==> src/hw/rtl/dseq_pkg.sv <==
`timescale 1ns / 1ps
// ----------------------------------------------------------------------------
// dseq_pkg: shared types and codes for the dual event/signal queue
// Operation and status codes, queue sizing, entry and control structs.
// ----------------------------------------------------------------------------
package dseq_pkg;

	localparam int QUEUE_DEPTH = 16;
	localparam int PTR_W       = (QUEUE_DEPTH > 2) ? $clog2(QUEUE_DEPTH) : 1;
	localparam int SLOT_W      = 4;

	localparam logic [1:0] OP_PUSH_EVENT  = 2'd0;
	localparam logic [1:0] OP_PUSH_SIGNAL = 2'd1;
	localparam logic [1:0] OP_POP_ANY     = 2'd2;
	localparam logic [1:0] OP_POP_SIGNAL  = 2'd3;

	localparam logic [1:0] ST_OK    = 2'd0;
	localparam logic [1:0] ST_FULL  = 2'd1;
	localparam logic [1:0] ST_EMPTY = 2'd2;

	typedef logic [PTR_W-1:0] ptr_t;

	typedef struct packed {
		logic [31:0] payload;
		logic [31:0] listener;
		logic [31:0] id;
	} entry_t;

	// controller -> datapath
	typedef struct packed {
		logic capture;
		logic push_ev;
		logic push_sig;
		logic pop_ev;
		logic pop_sig;
		logic load_rd;
		logic load_empty;
	} dp_cmd_t;

	// datapath -> controller
	typedef struct packed {
		logic [1:0] op;
		logic       ev_empty;
		logic       sig_empty;
		logic       out_free;
	} dp_stat_t;

	function automatic ptr_t next_slot(input ptr_t p);
		return (p == ptr_t'(QUEUE_DEPTH - 1)) ? '0 : p + ptr_t'(1);
	endfunction

	function automatic logic [SLOT_W-1:0] slot_bits(input ptr_t p);
		logic [PTR_W+SLOT_W-1:0] ext;
		ext = {{SLOT_W{1'b0}}, p};
		return ext[SLOT_W-1:0];
	endfunction

endpackage

==> src/hw/rtl/dseq_ctrl.sv <==
`timescale 1ns / 1ps
// ----------------------------------------------------------------------------
// dseq_ctrl: request sequencer
// Accepts one request, picks the queue action, waits for the output register.
// ----------------------------------------------------------------------------
module dseq_ctrl (
	input  logic               clk,
	input  logic               arst_n,
	input  logic               s_tvalid,
	output logic               s_tready,
	input  dseq_pkg::dp_stat_t stat,
	output dseq_pkg::dp_cmd_t  cmd
);
	import dseq_pkg::*;

	localparam logic [1:0] S_IDLE = 2'd0;
	localparam logic [1:0] S_EXEC = 2'd1;
	localparam logic [1:0] S_RD   = 2'd2;

	logic [1:0] state_q;
	logic [1:0] state_d;

	assign s_tready = (state_q == S_IDLE);

	always_comb begin
		cmd         = '0;
		state_d     = state_q;
		cmd.capture = s_tvalid && (state_q == S_IDLE);
		case (state_q)
			S_IDLE: begin
				if (s_tvalid) state_d = S_EXEC;
			end
			S_EXEC: begin
				case (stat.op)
					OP_PUSH_EVENT: begin
						if (stat.out_free) begin
							cmd.push_ev = 1'b1;
							state_d     = S_IDLE;
						end
					end
					OP_PUSH_SIGNAL: begin
						if (stat.out_free) begin
							cmd.push_sig = 1'b1;
							state_d      = S_IDLE;
						end
					end
					default: begin
						// event queue wins only on a general pop
						if ((stat.op == OP_POP_ANY) && !stat.ev_empty) begin
							cmd.pop_ev = 1'b1;
							state_d    = S_RD;
						end else if (!stat.sig_empty) begin
							cmd.pop_sig = 1'b1;
							state_d     = S_RD;
						end else if (stat.out_free) begin
							cmd.load_empty = 1'b1;
							state_d        = S_IDLE;
						end
					end
				endcase
			end
			S_RD: begin
				if (stat.out_free) begin
					cmd.load_rd = 1'b1;
					state_d     = S_IDLE;
				end
			end
			default: state_d = S_IDLE;
		endcase
	end

	always_ff @(posedge clk or negedge arst_n) begin
		if (!arst_n) state_q <= S_IDLE;
		else state_q <= state_d;
	end

endmodule

==> src/hw/rtl/dseq_datapath.sv <==
`timescale 1ns / 1ps
// ----------------------------------------------------------------------------
// dseq_datapath: ring storage, pointers and result register
// Two slot memories with head/tail pointers and one shared registered read port.
// ----------------------------------------------------------------------------
module dseq_datapath (
	input  logic               clk,
	input  logic               arst_n,
	input  dseq_pkg::dp_cmd_t  cmd,
	output dseq_pkg::dp_stat_t stat,
	input  logic [1:0]         op_in,
	input  dseq_pkg::entry_t   entry_in,
	output logic               out_valid,
	input  logic               out_ready,
	output logic [1:0]         out_status,
	output logic               out_sig,
	output dseq_pkg::entry_t   out_entry,
	output logic [dseq_pkg::SLOT_W-1:0] out_slot
);
	import dseq_pkg::*;

	entry_t ev_mem  [QUEUE_DEPTH];
	entry_t sig_mem [QUEUE_DEPTH];

	ptr_t ev_head_q, ev_tail_q, sig_head_q, sig_tail_q;
	logic [1:0] op_q;
	entry_t     in_q;
	entry_t     rd_q;
	logic [SLOT_W-1:0] rd_slot_q;
	logic       rd_sig_q;
	logic       out_valid_q;
	logic [1:0] out_status_q;
	logic       out_sig_q;
	entry_t     out_entry_q;
	logic [SLOT_W-1:0] out_slot_q;

	logic ev_full, sig_full, ev_wr, sig_wr, load;

	assign ev_full  = (next_slot(ev_tail_q) == ev_head_q);
	assign sig_full = (next_slot(sig_tail_q) == sig_head_q);
	assign ev_wr    = cmd.push_ev && !ev_full;
	assign sig_wr   = cmd.push_sig && !sig_full;
	assign load     = cmd.push_ev || cmd.push_sig || cmd.load_rd || cmd.load_empty;

	assign stat.op        = op_q;
	assign stat.ev_empty  = (ev_head_q == ev_tail_q);
	assign stat.sig_empty = (sig_head_q == sig_tail_q);
	assign stat.out_free  = !out_valid_q || out_ready;

	assign out_valid  = out_valid_q;
	assign out_status = out_status_q;
	assign out_sig    = out_sig_q;
	assign out_entry  = out_entry_q;
	assign out_slot   = out_slot_q;

	always_ff @(posedge clk) begin
		if (cmd.capture) begin
			op_q <= op_in;
			in_q <= entry_in;
		end
		if (ev_wr) ev_mem[ev_tail_q] <= in_q;
		if (sig_wr) sig_mem[sig_tail_q] <= in_q;
		if (cmd.pop_ev) begin
			rd_q      <= ev_mem[ev_head_q];
			rd_slot_q <= slot_bits(ev_head_q);
			rd_sig_q  <= 1'b0;
		end else if (cmd.pop_sig) begin
			rd_q      <= sig_mem[sig_head_q];
			rd_slot_q <= slot_bits(sig_head_q);
			rd_sig_q  <= 1'b1;
		end
		if (cmd.load_rd) begin
			out_status_q <= ST_OK;
			out_sig_q    <= rd_sig_q;
			out_entry_q  <= rd_q;
			out_slot_q   <= rd_slot_q;
		end else if (load) begin
			// push answers and empty pops carry zero fields
			out_sig_q   <= 1'b0;
			out_entry_q <= '0;
			out_slot_q  <= '0;
			if (cmd.load_empty) out_status_q <= ST_EMPTY;
			else if ((cmd.push_ev && ev_full) || (cmd.push_sig && sig_full))
				out_status_q <= ST_FULL;
			else out_status_q <= ST_OK;
		end
	end

	always_ff @(posedge clk or negedge arst_n) begin
		if (!arst_n) begin
			ev_head_q   <= '0;
			ev_tail_q   <= '0;
			sig_head_q  <= '0;
			sig_tail_q  <= '0;
			out_valid_q <= 1'b0;
		end else begin
			if (ev_wr) ev_tail_q <= next_slot(ev_tail_q);
			if (sig_wr) sig_tail_q <= next_slot(sig_tail_q);
			if (cmd.pop_ev) ev_head_q <= next_slot(ev_head_q);
			if (cmd.pop_sig) sig_head_q <= next_slot(sig_head_q);
			if (load) out_valid_q <= 1'b1;
			else if (out_ready) out_valid_q <= 1'b0;
		end
	end

endmodule

==> src/hw/rtl/dual_event_signal_queue.sv <==
`timescale 1ns / 1ps
// ----------------------------------------------------------------------------
// dual_event_signal_queue: event and signal ring queues, priority pop
// Push into either queue, pop with event priority or from signals only.
// ----------------------------------------------------------------------------
//
//  channel  dir  handshake          contents
//  s_*      in   s_tvalid/s_tready  tuser: operation; tdata: id, listener, payload
//  m_*      out  m_tvalid/m_tready  tuser: status, from_signal;
//                                   tdata: id, listener, payload, slot index
//
//  A push result reaches the output register straight from the request
//  register, a pop result from the request register by way of the
//  registered read port of the slot memory.
//  One request is in flight at a time; the next is taken as soon as the
//  result sits in the output register, even while it waits for m_tready.
//  A stall on m_tready holds the sequencer and the next result until free.
//  Reset clears the pointers and the output valid; slot contents are
//  not cleared, no clearing pass is needed.
//
module dual_event_signal_queue (
	input  logic         clk,
	input  logic         arst_n,
	input  logic         s_tvalid,
	output logic         s_tready,
	input  logic [95:0]  s_tdata,   // id, listener_handle, payload
	input  logic [1:0]   s_tuser,   // operation
	output logic         m_tvalid,
	input  logic         m_tready,
	output logic [103:0] m_tdata,   // out_id, out_listener, out_payload, slot_index, pad
	output logic [2:0]   m_tuser    // status, from_signal
);
	import dseq_pkg::*;

	dp_cmd_t  cmd;
	dp_stat_t stat;
	entry_t   entry_in;
	entry_t   out_entry;
	logic [1:0] out_status;
	logic       out_sig;
	logic [SLOT_W-1:0] out_slot;

	// unpack the request: first field in the low bits
	assign entry_in.id       = s_tdata[31:0];
	assign entry_in.listener = s_tdata[63:32];
	assign entry_in.payload  = s_tdata[95:64];

	dseq_ctrl u_ctrl (
		.clk      (clk),
		.arst_n   (arst_n),
		.s_tvalid (s_tvalid),
		.s_tready (s_tready),
		.stat     (stat),
		.cmd      (cmd)
	);

	dseq_datapath u_dp (
		.clk        (clk),
		.arst_n     (arst_n),
		.cmd        (cmd),
		.stat       (stat),
		.op_in      (s_tuser),
		.entry_in   (entry_in),
		.out_valid  (m_tvalid),
		.out_ready  (m_tready),
		.out_status (out_status),
		.out_sig    (out_sig),
		.out_entry  (out_entry),
		.out_slot   (out_slot)
	);

	// pack the result, zero pad to whole bytes
	assign m_tdata = {4'b0000, out_slot, out_entry.payload, out_entry.listener, out_entry.id};
	assign m_tuser = {out_sig, out_status};

endmodule

==> config.mk <==
export PLATFORM = sky130hd
export DESIGN_NAME = dual_event_signal_queue
export DESIGN_NICKNAME = d
export VERILOG_FILES = /design/src/hw/rtl/dseq_pkg.sv /design/src/hw/rtl/dseq_ctrl.sv /design/src/hw/rtl/dseq_datapath.sv /design/src/hw/rtl/dual_event_signal_queue.sv
export SDC_FILE = /design/constraint.sdc
export NUM_CORES = 2
export LEC_CHECK = 0
export BUFFER_PORTS_ARGS = -buffer_cell sky130_fd_sc_hd__buf_2
export CORE_ASPECT_RATIO = 1.75
export CORE_UTILIZATION = 50
export DETAILED_ROUTE_END_ITERATION = 8
export GPL_ROUTABILITY_DRIVEN = 1
export HOLD_SLACK_MARGIN = 0.1
export PLACE_DENSITY_LB_ADDON = 0.3
export RECOVER_POWER = 25
export SYNTH_ARGS = -nofsm -noshare
export SYNTH_HDL_FRONTEND = slang
export SYNTH_HIERARCHICAL = 1
export SYNTH_SLANG_ARGS = --single-unit
==> constraint.sdc <==
create_clock -name clk -period 22.2 [get_ports clk]
set_input_delay 0 -clock clk [delete_from_list [all_inputs] [get_ports clk]]
set_output_delay 0 -clock clk [all_outputs]
set_load 0.01 [all_outputs]
==> results.txt <==
The effective utilization at floorplan came out at 0.504. The portion of total power attributed to the clock network is 0.294. For flop-to-flop paths, the worst setup slack is 17.22 ns.

The first-pass GRT wire length is 447 mm. The power per unit of standard cell area came out at 121 nW/um^2. The count of cells resized by post-cts repair came out at 0. The global placement routability congestion is 0.762. The routed via count divided by cell count came out at 6.29.

The standby leakage power came out at 44.5 nW. The number of detailed-routing iterations run before antenna repair is 6. The maximum number of pins on one net before global-route repair came out at 149.

The total negative slack for setup checks is 0 ns. The cell-internal power is 12.5 mW. The TritonCTS clock tree is yes. The HPWL after detailed placement is 155 mm. The max-cap violation count came out at 0.

The critical path in this run is classified as reg -> reg. The number of nets in the layout is 6048. Setup repair after global routing left no endpoint under its margin. Across all setup checks in the final design, the least slack found is 17.22 ns. Among the stages of the critical path, the cell type that occurs most often is buf_4. The commonest cells after synthesis are edfxtp_1 (3371), mux4_2 (768), clkbuf_1 (116), buf_2 (109), nand2_1 (109). Sorting the synthesized cells by area gives the leading types as edfxtp_1 (79%), mux4_2 (13%), a221oi_2 (1.1%). The worst setup path is captured at a flop. The violation count after the first detailed-routing iteration is 6235. The critical path goes through ha_1 > a21oi_1 > a211oi_2 > xnor2_1 > o21a_1 > and3_4 > buf_4 > buf_4. The routed wire length per instance came out at 32.9 um. The clock transition time at the flip-flop clock pins of the worst setup and hold paths came out at 0.06 ns. The worst path required time came out at 22.67 ns.

The maximum clock frequency is 0.201 GHz. The largest fanout on the critical path came out at 41. The global-route usage over all layers came out at 0.243. The count of unique library cells instantiated by Yosys is 52. Clock tree synthesis found a total of 3393 sinks. Measured in cells, the most critical reg-to-reg path has a length of 8. The setup clock skew after layout is 0.0462 ns. The number of H-tree branching levels came out at 5.

The count of nets left with antenna violations once routing finished came out at 0. The setup-violating endpoint count in the final report is 0. The startpoint identified for the worst register-to-register timing path is u_dp/ev_tail_q[0]. The portion of the post-synthesis area used by sequential elements is 0.793. Measured on the finished design, the core utilization comes to 0.567. The full die area is 259000 sq um. The number of global-route vias before repair came out at 62180. The total detailed-routing wirelength is 313 mm.

The proportion of layout cells with a drive suffix above 1 came out at 0.275. Of the total power, the share spent switching nets is 0.283. The mapped netlist covers 128000 sq um.

The instance count of the mapped netlist is 5412. The combinational power share is 0.225. Counting instances, the worst hold path has a depth of 4.

The core box area is 255000 sq um. CTS placed an instance of clkbuf_16 at the clock tree root. The path class of the tightest hold or removal check is in -> reg. After synthesis the netlist holds a flip-flop and latch count of 3393. In this run the critical register-to-register path is captured at u_dp/ev_mem[8][94]. The mean area per synthesized cell came out at 23.7 sq um. The post-route fraction of the period consumed by the critical path is 0.224. The proportion of netlist area held by the largest area contributor is 0.789.

The number of warning messages in the yosys log is 6. The path with the worst hold slack has its endpoint at u_dp/out_valid. The number of DRC violations after detailed routing came out at 0. The final route contains 59664 vias.

Before CTS, the worst setup slack after placement is 17.15 ns. The max-slew headroom at the worst pin is 0.198. The number of cell rows came out at 245.

The sequential share of power is 0.481. After layout, the minimum clock period comes to 4.98 ns. The hold violation count in the final report came out at 0. The startpoint class of the critical path is a flop. For this run the aggregate overflow at the end of global routing stands at 0. Of all cell types, the one taking the most synthesized area is edfxtp_1.

The net switching power is 4.95 mW. The synthesis-to-finish area growth is 12.6%. The top-level port count is 211. The worst-case vdd ir drop is 0.0948 mV.

The latest clock arrival within the worst-skew pair came out at 0.87 ns. The number of flops mapped to enable cells by yosys is 3371. On the worst path, the slowest cell contributes a delay of 0.87 ns. The width of the chip is 385 um. The worst hold path begins at m_tready.

At the pin with the least slew margin, the transition time is 1.20 ns. The critical-path cell with the highest stage delay is buf_4. The number of max-slew violations in the final report came out at 0. TritonCTS created 298 clock buffers. The most used flip-flop cell after synthesis is edfxtp_1. The worst path arrival time is 5.45 ns.

The run finished with clean final reports. The number of antenna violations at the first check in global routing came out at 17. In this run the worst setup path begins at u_dp/ev_tail_q[0]. The post-synthesis async set-or-reset flop share came out at 0.00560. The count of buffers from port buffering came out at 206. The y dimension of the die came out at 672 um. By instance count, the leading cell after synthesis is edfxtp_1. The number of buffers on the longest clock path is 4.
-- cell type report --
type,instances,area [sq um]
diodes,2,5.00
clock buffers,358,7860
clock inverters,162,1600
fillers,18227,110000
inverters,7,26.3
multi-input cells,1712,25200
flip-flops and latches,3393,102000
well taps,3334,4170
repair buffers,524,3930
-- worst max-delay path by stage --
stage                    endpoint  slack (ns)  depth (start not counted)
4_1_cts             u_dp/rd_q[48]       17.11                          7
2_1_floorplan  u_dp/sig_mem[3][0]       13.56                          6
3_5_place_dp        u_dp/rd_q[52]       17.15                          8
3_3_place_gp        u_dp/rd_q[52]       17.15                          8
5_1_grt             u_dp/rd_q[48]       16.87                          7
6_report       u_dp/ev_mem[8][94]       17.22                          8
-- cells by family (layout without fill, tap and decap cells) --
family,Yosys count,after routing,share of synthesized area
flops,3393,3393,0.793
mux,965,965,0.151
compound gates,418,418,0.0287
buf+inv,310,1051,0.0126
simple gates,295,295,0.0120
xor+xnor,20,20,0.00142
fa+ha+maj,10,10,0.000975
other cells,1,6,0.0000292
-- per-layer routing --
| layer | vias to the layer above | GRT usage | wire [um] |
|---|---|---|---|
| li1 | 24111 | - | - |
| met1 | 32570 | 0.321 | 120000 |
| met2 | 2469 | 0.422 | 163000 |
| met3 | 500 | 0.0317 | 20700 |
| met4 | 14 | 0.0675 | 8600 |
| met5 | - | 0 | 99 |
-- timing repair --
item                      4_1_cts  5_1_grt
hold buffers                  200        0
hold endpoints to repair      133        0
buffers inserted                0        0
-- critical path, delay by kind of cell, from the launching register on --
kind	cells	cell delay, ns
buf+inv	2	1.73
simple gates	1	0.63
compound gates	3	0.92
flops	1	0.47
xor+xnor	1	0.32
fa+ha+maj	1	0.35
-- state kept, by name (all words and copies together) (netlist names) --
name and count:
u_dp/in_q 96, u_dp/out_entry 96, u_dp/sig_head_q 4, u_dp/out_status 2
u_dp/rd_slot_q 4, u_dp/rd_q 96, u_dp/out_sig 1, u_ctrl/state_q 2
u_dp/sig_mem 1536, u_dp/op_q 2, u_dp/out_slot 4, u_dp/ev_mem 1536
u_dp/ev_head_q 4, u_dp/rd_sig_q 1, u_dp/sig_tail_q 4, u_dp/out_valid 1
u_dp/ev_tail_q 4
-- power by group through the flow --
stage                     sequential (mW)  combinational, mW  clock [mW]
after floorplan                      8.28               2.96           0
after global placement               8.51               3.92           0
after detailed placement             8.54               3.96           0
after CTS                            8.41               4.00        5.24
after global routing                 8.46               4.17        5.44
final                                8.40               3.92        5.14
-- cell usage in the layout (no fill, tap or decap), types with 99 or more instances in the layout --
cell           netlist  routed
buf_4               14     112
buf_2              109     151
clkbuf_1           116     103
mux4_2             768     768
dlygate4sd3_1        0     200
edfxtp_1          3371    3371
clkbuf_16            0     305
nand2_1            109     108
mux2_2              99      99
and2_1             107     106
-- through the flow --
| stage | power (mW) | cell area, sq um | instances | hold WS (ns) |
|---|---|---|---|---|
| 2_1_floorplan | 11.2 | 128000 | 5415 | -0.296 |
| 3_3_place_gp | 12.4 | 133000 | 8770 | 0.0347 |
| 3_5_place_dp | 12.5 | 133000 | 8770 | 0.0429 |
| 4_1_cts | 17.6 | 145000 | 9490 | 0.247 |
| 5_1_grt | 18.1 | 145000 | 9491 | 0.353 |
| 6_report | 17.5 | 145000 | 9492 | 0.325 |
Note: power is estimated with default switching activity, not from simulation.
